File: config.mk
export PLATFORM = sky130hd
export DESIGN_NAME = bba_ctrl
export DESIGN_NICKNAME = d
export VERILOG_FILES = /design/src/hdl/bba_pkg.sv /design/src/hdl/bba_ctrl.sv
export SDC_FILE = /design/constraint.sdc
export NUM_CORES = 1
export LEC_CHECK = 0
export BUFFER_PORTS_ARGS = -buffer_cell sky130_fd_sc_hd__buf_4
export CAP_MARGIN = 15
export CORE_MARGIN = 3
export CORE_UTILIZATION = 40
export CTS_BUF_LIST = sky130_fd_sc_hd__clkbuf_8
export CTS_CLUSTER_DIAMETER = 150
export DETAILED_ROUTE_END_ITERATION = 10
export PLACE_DENSITY = 0.63
export SYNTH_ARGS = -nofsm -noshare
export SYNTH_HDL_FRONTEND = slang
export SYNTH_SLANG_ARGS = --single-unit
export TNS_END_PERCENT = 20
File: constraint.sdc
create_clock -name i_clk -period 2.5 [get_ports i_clk]
set_input_delay 0.125 -clock i_clk [delete_from_list [all_inputs] [get_ports i_clk]]
set_output_delay 0.125 -clock i_clk [all_outputs]
set_load 0.01 [all_outputs]
File: src/hdl/bba_pkg.sv
// Shared constants and types for the buddy block allocator.
package bba_pkg;

    localparam int TOP_ORDER_DEF   = 10;
    localparam int OFFSET_BITS_DEF = 12;

    localparam int ORDER_W = 4;
    localparam int OFS_W   = 12;

    localparam logic MODE_ALLOC = 1'b0;
    localparam logic MODE_FREE  = 1'b1;

    typedef struct packed {
        logic             ok;
        logic [OFS_W-1:0] granted;
    } t_result;

endpackage

File: src/hdl/bba_ctrl.sv
// Sequencer for allocate and free, with the list head registers.
module bba_ctrl #(
    parameter int TOP_ORDER   = bba_pkg::TOP_ORDER_DEF,
    parameter int OFFSET_BITS = bba_pkg::OFFSET_BITS_DEF
) (
    input  logic                         i_clk,
    input  logic                         i_rst_n,
    input  logic                         i_valid,
    output logic                         o_ready,
    input  logic                         i_mode,
    input  logic [bba_pkg::ORDER_W-1:0]  i_order,
    input  logic [bba_pkg::OFS_W-1:0]    i_block_offset,
    output logic                         o_res_valid,
    input  logic                         i_res_take,
    output bba_pkg::t_result             o_res,
    output logic                         o_mem_we,
    output logic [OFFSET_BITS-1:0]       o_mem_waddr,
    output logic [OFFSET_BITS:0]         o_mem_wdata,
    output logic [OFFSET_BITS-1:0]       o_mem_raddr,
    input  logic [OFFSET_BITS:0]         i_mem_rdata
);

    import bba_pkg::*;

    localparam int OB    = OFFSET_BITS;
    localparam int LVL_W = $clog2(TOP_ORDER + 1);
    localparam logic [LVL_W-1:0] LVL_TOP  = LVL_W'(TOP_ORDER);
    localparam logic [OB-1:0]    OFS_ONE  = OB'(1);
    localparam logic [OB:0]      NULL_LNK = {1'b1, {OB{1'b0}}};

    localparam logic [3:0] S_IDLE    = 4'd0;
    localparam logic [3:0] S_A_SCAN  = 4'd1;
    localparam logic [3:0] S_A_SPLIT = 4'd2;
    localparam logic [3:0] S_A_SPL2  = 4'd3;
    localparam logic [3:0] S_A_POP   = 4'd4;
    localparam logic [3:0] S_F_START = 4'd5;
    localparam logic [3:0] S_F_CHECK = 4'd6;
    localparam logic [3:0] S_F_WALK  = 4'd7;
    localparam logic [3:0] S_F_UNLNK = 4'd8;
    localparam logic [3:0] S_F_PUSH  = 4'd9;
    localparam logic [3:0] S_RESP    = 4'd10;

    logic [3:0]       r_state, n_state;
    logic             r_mode, n_mode;
    logic [LVL_W-1:0] r_ord, n_ord;
    logic [LVL_W-1:0] r_lvl, n_lvl;
    logic [OB-1:0]    r_blk, n_blk;
    logic [OB-1:0]    r_bud, n_bud;
    logic [OB-1:0]    r_prev, n_prev;
    logic             r_has_prev, n_has_prev;
    logic [OB:0]      r_cur, n_cur;
    logic [OB:0]      r_steps, n_steps;
    logic [OB-1:0]    r_granted, n_granted;
    logic             r_ok, n_ok;

    logic [TOP_ORDER:0] r_head_null;
    logic [OB-1:0]      r_head_ofs [TOP_ORDER+1];

    logic             hd_null;
    logic [OB-1:0]    hd_ofs;
    logic             hd_we;
    logic [LVL_W-1:0] hd_wa;
    logic [OB:0]      hd_wd;
    logic [LVL_W-1:0] lvl_dn;
    logic [OB-1:0]    split_bud;

    assign hd_null   = r_head_null[r_lvl];
    assign hd_ofs    = r_head_ofs[r_lvl];
    assign lvl_dn    = r_lvl - 1'b1;
    assign split_bud = hd_ofs ^ (OFS_ONE << lvl_dn);

    always_comb begin
        n_state     = r_state;
        n_mode      = r_mode;
        n_ord       = r_ord;
        n_lvl       = r_lvl;
        n_blk       = r_blk;
        n_bud       = r_bud;
        n_prev      = r_prev;
        n_has_prev  = r_has_prev;
        n_cur       = r_cur;
        n_steps     = r_steps;
        n_granted   = r_granted;
        n_ok        = r_ok;
        o_mem_we    = 1'b0;
        o_mem_waddr = r_blk;
        o_mem_wdata = NULL_LNK;
        o_mem_raddr = hd_ofs;
        hd_we       = 1'b0;
        hd_wa       = r_lvl;
        hd_wd       = NULL_LNK;
        o_res_valid = 1'b0;
        case (r_state)
            S_IDLE: begin
                if (i_valid) begin
                    n_mode    = i_mode;
                    n_ord     = LVL_W'(i_order);
                    n_lvl     = LVL_W'(i_order);
                    n_blk     = OB'(i_block_offset);
                    n_granted = '0;
                    n_ok      = 1'b0;
                    if (int'(i_order) > TOP_ORDER) begin
                        n_state = S_RESP;
                    end else if (i_mode == MODE_FREE) begin
                        n_state = S_F_START;
                    end else begin
                        n_state = S_A_SCAN;
                    end
                end
            end
            S_A_SCAN: begin
                if (!hd_null) begin
                    n_state = (r_lvl == r_ord) ? S_A_POP : S_A_SPLIT;
                end else if (r_lvl == LVL_TOP) begin
                    n_state = S_RESP;
                end else begin
                    n_lvl = r_lvl + 1'b1;
                end
            end
            S_A_SPLIT: begin
                hd_we       = 1'b1;
                hd_wd       = i_mem_rdata;
                o_mem_we    = 1'b1;
                o_mem_waddr = split_bud;
                o_mem_wdata = NULL_LNK;
                n_blk       = hd_ofs;
                n_bud       = split_bud;
                n_lvl       = lvl_dn;
                n_state     = S_A_SPL2;
            end
            S_A_SPL2: begin
                o_mem_we    = 1'b1;
                o_mem_waddr = r_blk;
                o_mem_wdata = {1'b0, r_bud};
                hd_we       = 1'b1;
                hd_wd       = {1'b0, r_blk};
                n_state     = S_A_SCAN;
            end
            S_A_POP: begin
                hd_we     = 1'b1;
                hd_wd     = i_mem_rdata;
                n_granted = hd_ofs;
                n_ok      = 1'b1;
                n_state   = S_RESP;
            end
            S_F_START: begin
                if (r_lvl == LVL_TOP) begin
                    n_state = S_F_PUSH;
                end else begin
                    n_bud      = r_blk ^ (OFS_ONE << r_lvl);
                    n_cur      = {hd_null, hd_ofs};
                    n_steps    = '0;
                    n_has_prev = 1'b0;
                    n_state    = S_F_CHECK;
                end
            end
            S_F_CHECK: begin
                o_mem_raddr = r_cur[OB-1:0];
                if (r_cur[OB] || r_steps[OB]) begin
                    n_state = S_F_PUSH;
                end else if (r_cur[OB-1:0] == r_bud) begin
                    n_state = S_F_UNLNK;
                end else begin
                    n_prev     = r_cur[OB-1:0];
                    n_has_prev = 1'b1;
                    n_steps    = r_steps + 1'b1;
                    n_state    = S_F_WALK;
                end
            end
            S_F_WALK: begin
                n_cur   = i_mem_rdata;
                n_state = S_F_CHECK;
            end
            S_F_UNLNK: begin
                if (r_has_prev) begin
                    o_mem_we    = 1'b1;
                    o_mem_waddr = r_prev;
                    o_mem_wdata = i_mem_rdata;
                end else begin
                    hd_we = 1'b1;
                    hd_wd = i_mem_rdata;
                end
                if (r_bud < r_blk) begin
                    n_blk = r_bud;
                end
                n_lvl   = r_lvl + 1'b1;
                n_state = S_F_START;
            end
            S_F_PUSH: begin
                o_mem_we    = 1'b1;
                o_mem_waddr = r_blk;
                o_mem_wdata = {hd_null, hd_ofs};
                hd_we       = 1'b1;
                hd_wd       = {1'b0, r_blk};
                n_ok        = 1'b1;
                n_state     = S_RESP;
            end
            S_RESP: begin
                o_res_valid = 1'b1;
                if (i_res_take) begin
                    n_state = S_IDLE;
                end
            end
            default: begin
                n_state = S_IDLE;
            end
        endcase
    end

    always_ff @(posedge i_clk) begin
        if (!i_rst_n) begin
            r_state     <= S_IDLE;
            r_head_null <= '1;
        end else begin
            r_state <= n_state;
            if (hd_we) begin
                r_head_null[hd_wa] <= hd_wd[OB];
            end
        end
    end

    always_ff @(posedge i_clk) begin
        r_mode     <= n_mode;
        r_ord      <= n_ord;
        r_lvl      <= n_lvl;
        r_blk      <= n_blk;
        r_bud      <= n_bud;
        r_prev     <= n_prev;
        r_has_prev <= n_has_prev;
        r_cur      <= n_cur;
        r_steps    <= n_steps;
        r_granted  <= n_granted;
        r_ok       <= n_ok;
        if (hd_we) begin
            r_head_ofs[hd_wa] <= hd_wd[OB-1:0];
        end
    end

    assign o_ready     = (r_state == S_IDLE);
    assign o_res.ok    = r_ok;
    assign o_res.granted = OFS_W'(r_granted);

    a_reject_order: assert property (@(posedge i_clk) disable iff (!i_rst_n)
        (i_valid && o_ready && int'(i_order) > TOP_ORDER) |=> (r_state == S_RESP && !r_ok))
        else $error("out-of-range order was not refused");

    a_free_no_grant: assert property (@(posedge i_clk) disable iff (!i_rst_n)
        (r_state == S_RESP && r_mode == MODE_FREE) |-> (r_granted == '0))
        else $error("free reported a granted offset");

    a_steps_bound: assert property (@(posedge i_clk) disable iff (!i_rst_n)
        (r_state == S_F_CHECK) |-> (!r_steps[OB] || r_steps[OB-1:0] == '0))
        else $error("buddy search ran past its step limit");

    a_idle_no_write: assert property (@(posedge i_clk) disable iff (!i_rst_n)
        (r_state == S_IDLE || r_state == S_RESP) |-> (!o_mem_we && !hd_we))
        else $error("list state written outside an operation");

endmodule
==> flow_metrics.py, run 1 <==
metrics = {
    "detailed_routing": {
        "postRouteAntennaNets": 0,
        "via_per_inst": 5.74,
        "vias": 8604,
        "wl_per_cell_microns": 22.9,
        "route.detailed.drc": 0,
        "drtPass1Iterations": 5,
        "routed_wl_microns": 34300,
        "drt_iter0_markers": 1249,
    },
    "critical_path": {
        "cp-end-kind": "primary output",
        "cp_slowest_cell": "mux4_2",
        "crit_buf_inv": 3,
        "start_kind": "flip-flop",
        "path_max_fanout": 7,
        "cpPeakStageDelay_ns": 0.50,
        "crit_arrival_ns": 2.72,
        "required_ns": 2.38,
        "cpMostUsedCell": "buf_12",
        "crit_path_cell_trace": "buf_12 -> buf_12 -> mux4_2 -> mux2_4 -> o21ai_4 -> xnor2_2 -> o21ai_2 -> buf_4",
        "critPathTopFamily": "multiplexers",
        "crit_type": "reg -> out",
    },
    "clocking": {
        "cts-root-buf": "clkbuf_8",
        "cts_tree": "yes",
        "clkTransAtPathRegs_ns": 0.06,
        "cts_sinks": 235,
        "h-tree-depth": 2,
        "clk_latency_ns": 0.56,
        "clock_path_buffers": 3,
        "cts_buffers": 39,
    },
    "synthesis": {
        "synthCells": 883,
        "syn_area_sq_um": 11500,
        "yosysWarnings": 0,
        "yosysMostFrequentCell": "edfxtp_1",
        "synth_top_cell_by_area": "edfxtp_1",
        "synthArstFlopShare_pct": 0,
        "synthTopCellsByArea": "edfxtp_1 (57%), mux4_2 (3.5%), dfxtp_1 (3.3%), o21ai_0 (2.6%), xnor2_1 (2.4%)",
        "synth_top_area_share_pct": 56.6,
        "synthTopCellsByCount": "edfxtp_1 (216), nand2_1 (71), o21ai_0 (60)",
        "ys_seq_area_share_pct": 59.9,
        "synth-main-ff-cell": "edfxtp_1",
        "ys_ff_latch": 235,
        "synth-edff-count": 216,
        "ys_types": 59,
        "syn_area_per_cell_sq_um": 13.0,
        "syn-num-nets": 938,
    },
    "finish": {
        "final_area_sq_um": 14700,
        "drive_above_1_share_pct": 30.4,
        "num-nets-final": 1149,
        "area_delta_synth_final_pct": 28.4,
        "num-fill-cells": 2369,
        "diodes": 0,
        "post-route-util_pct": 52.5,
    },
    "floorplanning": {
        "placement_rows": 61,
        "ioPinCount": 87,
        "die-height_microns": 175,
        "coreArea_sq_um": 28000,
        "initial_core_util_pct": 40.9,
        "die_width_microns": 175,
        "die_area_sq_um": 30700,
    },
    "power": {
        "ir_drop_mv": 0.510,
        "power_density_nw_per_um2": 1360,
        "internal_power_w": 0.0121,
        "switchingPower_w": 0.00780,
        "p_comb_share_pct": 51.9,
        "p_leak_nw": 5.55,
        "p_seq_share_pct": 31.2,
        "switching_share_pct": 39.1,
        "p_total_w": 0.0200,
        "power.share.clock_pct": 16.9,
    },
    "grt": {
        "grt_pass1_vias": 8290,
        "grt_max_degree": 32,
        "grt_antenna_before_repair": 0,
        "track_usage_pct": 21.8,
        "overflow": 0,
        "grt_pass1_wl_microns": 50600,
    },
    "sta": {
        "hold_viol_final": 0,
        "drv_slew": 0,
        "min_period_ns": 2.85,
        "worstMarginPinSlew_ns": 0.924,
        "finalCritPeriodShare_pct": 114,
        "setup-violations-final": 37,
        "fin_ws_ns": -0.349,
        "fmaxAchievable_mhz": 351,
        "fin_skew_ns": 0.0420,
        "slew_headroom_pct": 38.2,
        "rsz0062_at_grt": "yes",
    },
    "placed_design": {
        "postPlaceCellArea_sq_um": 13200,
        "place.detailed.hpwl_microns": 23800,
        "portBuffers": 86,
        "gp_congestion": 0.953,
    },
    "job": {
        "cap_violations": 0,
    },
    "run_status": {
        "outcome": "finished, violations left",
        "failed_checks": "negative setup slack",
    },
    "hold_path": {
        "hp-class": "in -> reg",
    },
}
## layout by cell type (no fill, tap or decap), types with 26 or more instances in the layout
cell type	n
a22oi_1	34
buf_4	157
buf_6	26
clkbuf_8	45
dlygate4sd3_1	31
edfxtp_1	216
inv_1	44
nand2_1	71
nor2_1	53
o21ai_0	46
## flip-flops by register name (all words and copies together), names as in the netlist, named ones only
register	flops
r_bud	12
r_cur	13
hd_wa	4
r_head_ofs	132
r_prev	12
r_steps	13
r_has_prev	1
r_ord	4
r_state	4
r_head_null	11
r_blk	12
r_granted	12
r_ok	1
## layer usage
| layer | vias up | wire length [microns] | track usage, % |
|---|---|---|---|
| met5 | - | 0 | 0 |
| met4 | 0 | 1030 | 7.15 |
| met3 | 80 | 3840 | 6.23 |
| met2 | 498 | 15000 | 32.1 |
| met1 | 4234 | 14400 | 31.2 |
| li1 | 3792 | - | - |
## worst min-delay path: cells and delay by family
| family | cells | cell delay, ns |
|---|---|---|
| buffers and inverters | 1 | 0.08 |
| AND/OR/NAND/NOR | 1 | 0.06 |
| AO/OA/AOI/OAI | 2 | 0.27 |
## kinds of logic after synthesis
group | synth area share, %
flip-flops | 59.9
multiplexers | 8.13
AND/OR/NAND/NOR | 9.26
AO/OA/AOI/OAI | 13.1
adder cells (fa/ha/maj) | 2.29
buffers and inverters | 3.41
XOR/XNOR | 3.90
## final timing paths
path                            slack (ns)                        start                     endpoint  cells after the start
worst max register to register        0.14           r_bud[1]$_DFFE_PP_          r_prev[9]$_DFFE_PP_                      6
worst min register to register        0.49  r_head_null[6]$_SDFFE_PN1P_  r_head_null[6]$_SDFFE_PN1P_                      2
worst min-delay path                  0.06                   i_res_take      r_state[3]$_SDFFE_PN0P_                      4
worst max-delay path                 -0.35                    flip-flop               o_mem_waddr[9]                      8
## power groups by stage
| stage | Sequential [W] | Combinational, W | Clock [W] |
|---|---|---|---|
| after global routing | 0.00627 | 0.0110 | 0.00363 |
| after detailed placement | 0.00624 | 0.00915 | 0 |
| after global placement | 0.00622 | 0.00912 | 0 |
| after floorplan | 0.00608 | 0.00532 | 0 |
| after CTS | 0.00617 | 0.00961 | 0.00343 |
| final | 0.00622 | 0.0104 | 0.00337 |
## through the flow
step                      setup TNS [ns]  setup WS, ns  instances  hold slack, ns
after CTS                          -8.18        -0.329       1488          0.0245
final                              -7.26        -0.349       1499          0.0558
after global placement                 0         0.104       1385           0.335
after detailed placement               0         0.111       1385           0.333
after floorplan                  -0.0589      -0.00491        883           0.214
after global routing              -10.10        -0.402       1499          0.0636
## final cells by class
type | instances | area [sq um] | area share (%)
clock inverter | 23 | 153 | 1.04
tap | 378 | 473 | 3.21
inverter | 33 | 124 | 0.842
clock buffer | 45 | 619 | 4.21
timing repair buffer | 227 | 2050 | 13.9
multi-input combinational | 558 | 4420 | 30.1
sequential | 235 | 6880 | 46.7
## timing repair
| item | CTS | global route |
|---|---|---|
| hold endpoints to repair | 47 | 0 |
| setup endpoints to repair | 37 | 60 |
| pin swaps | 5 | 20 |
| hold buffers | 31 | 0 |
| setup buffers | 3 | 11 |
| gates cloned | 1 | 1 |
| resized for setup | 29 | 62 |
Note: power is estimated with default switching activity, not from simulation.
==> run 2: changes to the inputs <==
Settings changed: PLACE_DENSITY 0.63 to 0.61, SETUP_SLACK_MARGIN set to 0.4.
Clock period 2.5 ns to 3.63 ns, I/O delays scaled along.
==> run 2 against run 1 <==
  * The flow now finishes without violations
  * Count of clock-buffer cells in the layout is 2 lower
  * Non-clock buffer count is 83 lower
  * Sequential power is 28% lower
  * First-iteration DRC count is 17% lower
  * Final cell count is 5.5% lower
  * Clock power is 37% lower
  * Register-to-register slack better by 0.56 ns
  * Combinational power is 46% lower
  * Wire length is 2.9% lower
==> flow_metrics.py, run 2 (synthesis results as in run 1) <==
metrics = {
    "floorplanning": {
        "die_area_sq_um": 30700,
        "die-height_microns": 175,
        "ioPinCount": 87,
        "coreArea_sq_um": 28000,
        "placement_rows": 61,
        "initial_core_util_pct": 40.9,
        "die_width_microns": 175,
    },
    "placed_design": {
        "postPlaceCellArea_sq_um": 12600,
        "portBuffers": 86,
        "gp_congestion": 0.879,
        "place.detailed.hpwl_microns": 23400,
    },
    "critical_path": {
        "path_max_fanout": 36,
        "cp-end-kind": "primary output",
        "crit_type": "reg -> out",
        "crit_arrival_ns": 2.99,
        "start_kind": "flip-flop",
        "required_ns": 3.45,
    },
    "clocking": {
        "cts_setup_buffers": 0,
        "cts_buffers": 39,
        "clk_latency_ns": 0.56,
        "cts_tree": "yes",
        "h-tree-depth": 2,
        "cts-root-buf": "clkbuf_8",
        "clock_path_buffers": 3,
        "clkTransAtPathRegs_ns": 0.05,
        "cts_sinks": 235,
    },
    "sta": {
        "finalHoldWorstSlack_ns": 0.0657,
        "min_period_ns": 3.17,
        "finalSetupTns_ns": 0,
        "fmaxAchievable_mhz": 315,
        "fin_skew_ns": 0.0371,
        "setup-violations-final": 0,
        "worstMarginPinSlew_ns": 0.990,
        "finalCritPeriodShare_pct": 87.4,
        "hold_viol_final": 0,
        "slew_headroom_pct": 33.8,
        "rsz0062_at_grt": "yes",
        "drv_slew": 0,
    },
    "detailed_routing": {
        "routed_wl_microns": 33300,
        "vias": 8025,
        "wl_met3_microns": 3290,
        "wl_per_cell_microns": 23.5,
        "drt_iter0_markers": 1035,
        "route.detailed.drc": 0,
        "wl_met1_microns": 14500,
        "top_layer": "met4",
        "dr_wl_met2_microns": 14700,
        "postRouteAntennaNets": 0,
        "via_per_inst": 5.67,
        "drtPass1Iterations": 6,
    },
    "finish": {
        "num-nets-final": 1066,
        "largest_register": "r_head_ofs",
        "final_cell_mix": "edfxtp_1 (216), buf_4 (112), nand2_1 (71), o21ai_0 (60), nor2_1 (53)",
        "final_common_cell": "edfxtp_1",
        "drive_above_1_share_pct": 21.2,
        "top_regs": "r_head_ofs (132), r_cur (13), r_steps (13)",
        "final_area_sq_um": 13600,
        "area_delta_synth_final_pct": 18.5,
        "diodes": 0,
        "largest_reg_flops": 132,
    },
    "grt": {
        "overflow": 0,
        "grt_pass1_wl_microns": 48600,
        "grt_pass1_vias": 7536,
        "track_usage_pct": 21.1,
        "grt_antenna_before_repair": 0,
        "grt_max_degree": 37,
    },
    "power": {
        "p_leak_nw": 4.96,
        "ir_drop_mv": 0.467,
        "power_density_nw_per_um2": 903,
    },
    "run_status": {
        "outcome": "finished clean",
    },
    "hold_path": {
        "hp-class": "in -> reg",
    },
    "job": {
        "cap_violations": 0,
    },
}
[run 2: area by class of cell]
type	count	area, sq um
clock inverter	25	101
inverter	33	124
multi-input combinational	558	4240
sequential	235	6870
timing repair buffer	144	1180
tap	378	473
clock buffer	43	592
fill	2511	14400
[run 2: per-stage QoR]
stage / power [W] / util, % / setup WS (ns) / cells
floorplan: 0.00785 / - / 1.06 / 883
global placement: 0.0100 / 44.8 / 0.830 / 1318
detailed placement: 0.0101 / 44.8 / 0.721 / 1318
CTS: 0.0122 / 48.4 / 0.319 / 1416
global route: 0.0129 / 48.5 / 0.348 / 1416
finish: 0.0123 / 48.5 / 0.459 / 1416
[run 2: final timing paths]
check        depth (start not counted)  slack, ns                          end                        start
max                                  7       0.46               o_mem_waddr[4]                    flip-flop
min                                  3       0.07      r_state[2]$_SDFFE_PN0P_                       i_mode
max reg2reg                          4       0.70   r_head_ofs[0][4]$_DFFE_PP_      r_state[3]$_SDFFE_PN0P_
min reg2reg                          2       0.49  r_head_null[3]$_SDFFE_PN1P_  r_head_null[3]$_SDFFE_PN1P_
[run 2: what timing repair did]
item                                    CTS  global route
gates resized for setup                   1             6
hold buffers                             30             0
endpoints found under the setup margin    6            11
hold endpoints to repair                 41             0
[run 2: routing by layer]
metal / track usage, % / vias up
met3: 4.60 / 59
met4: 5.72 / 0
met2: 31.1 / 434
li1: - / 3630
met5: 0 / -
met1: 31.8 / 3902
[run 2: worst max-delay path, cell delays in order, from the launching register on]
cell     delay (ns)
dfxtp_2        0.34
buf_12         0.26
mux4_2         0.56
mux2_2         0.30
o21ai_4        0.29
xnor2_1        0.15
o21ai_1        0.31
buf_4          0.19
[run 2: power breakdown]
part | switching, W | internal [W]
clock | 0.00104 | 0.00108
sequential | 0.000608 | 0.00389
combinational | 0.00340 | 0.00225
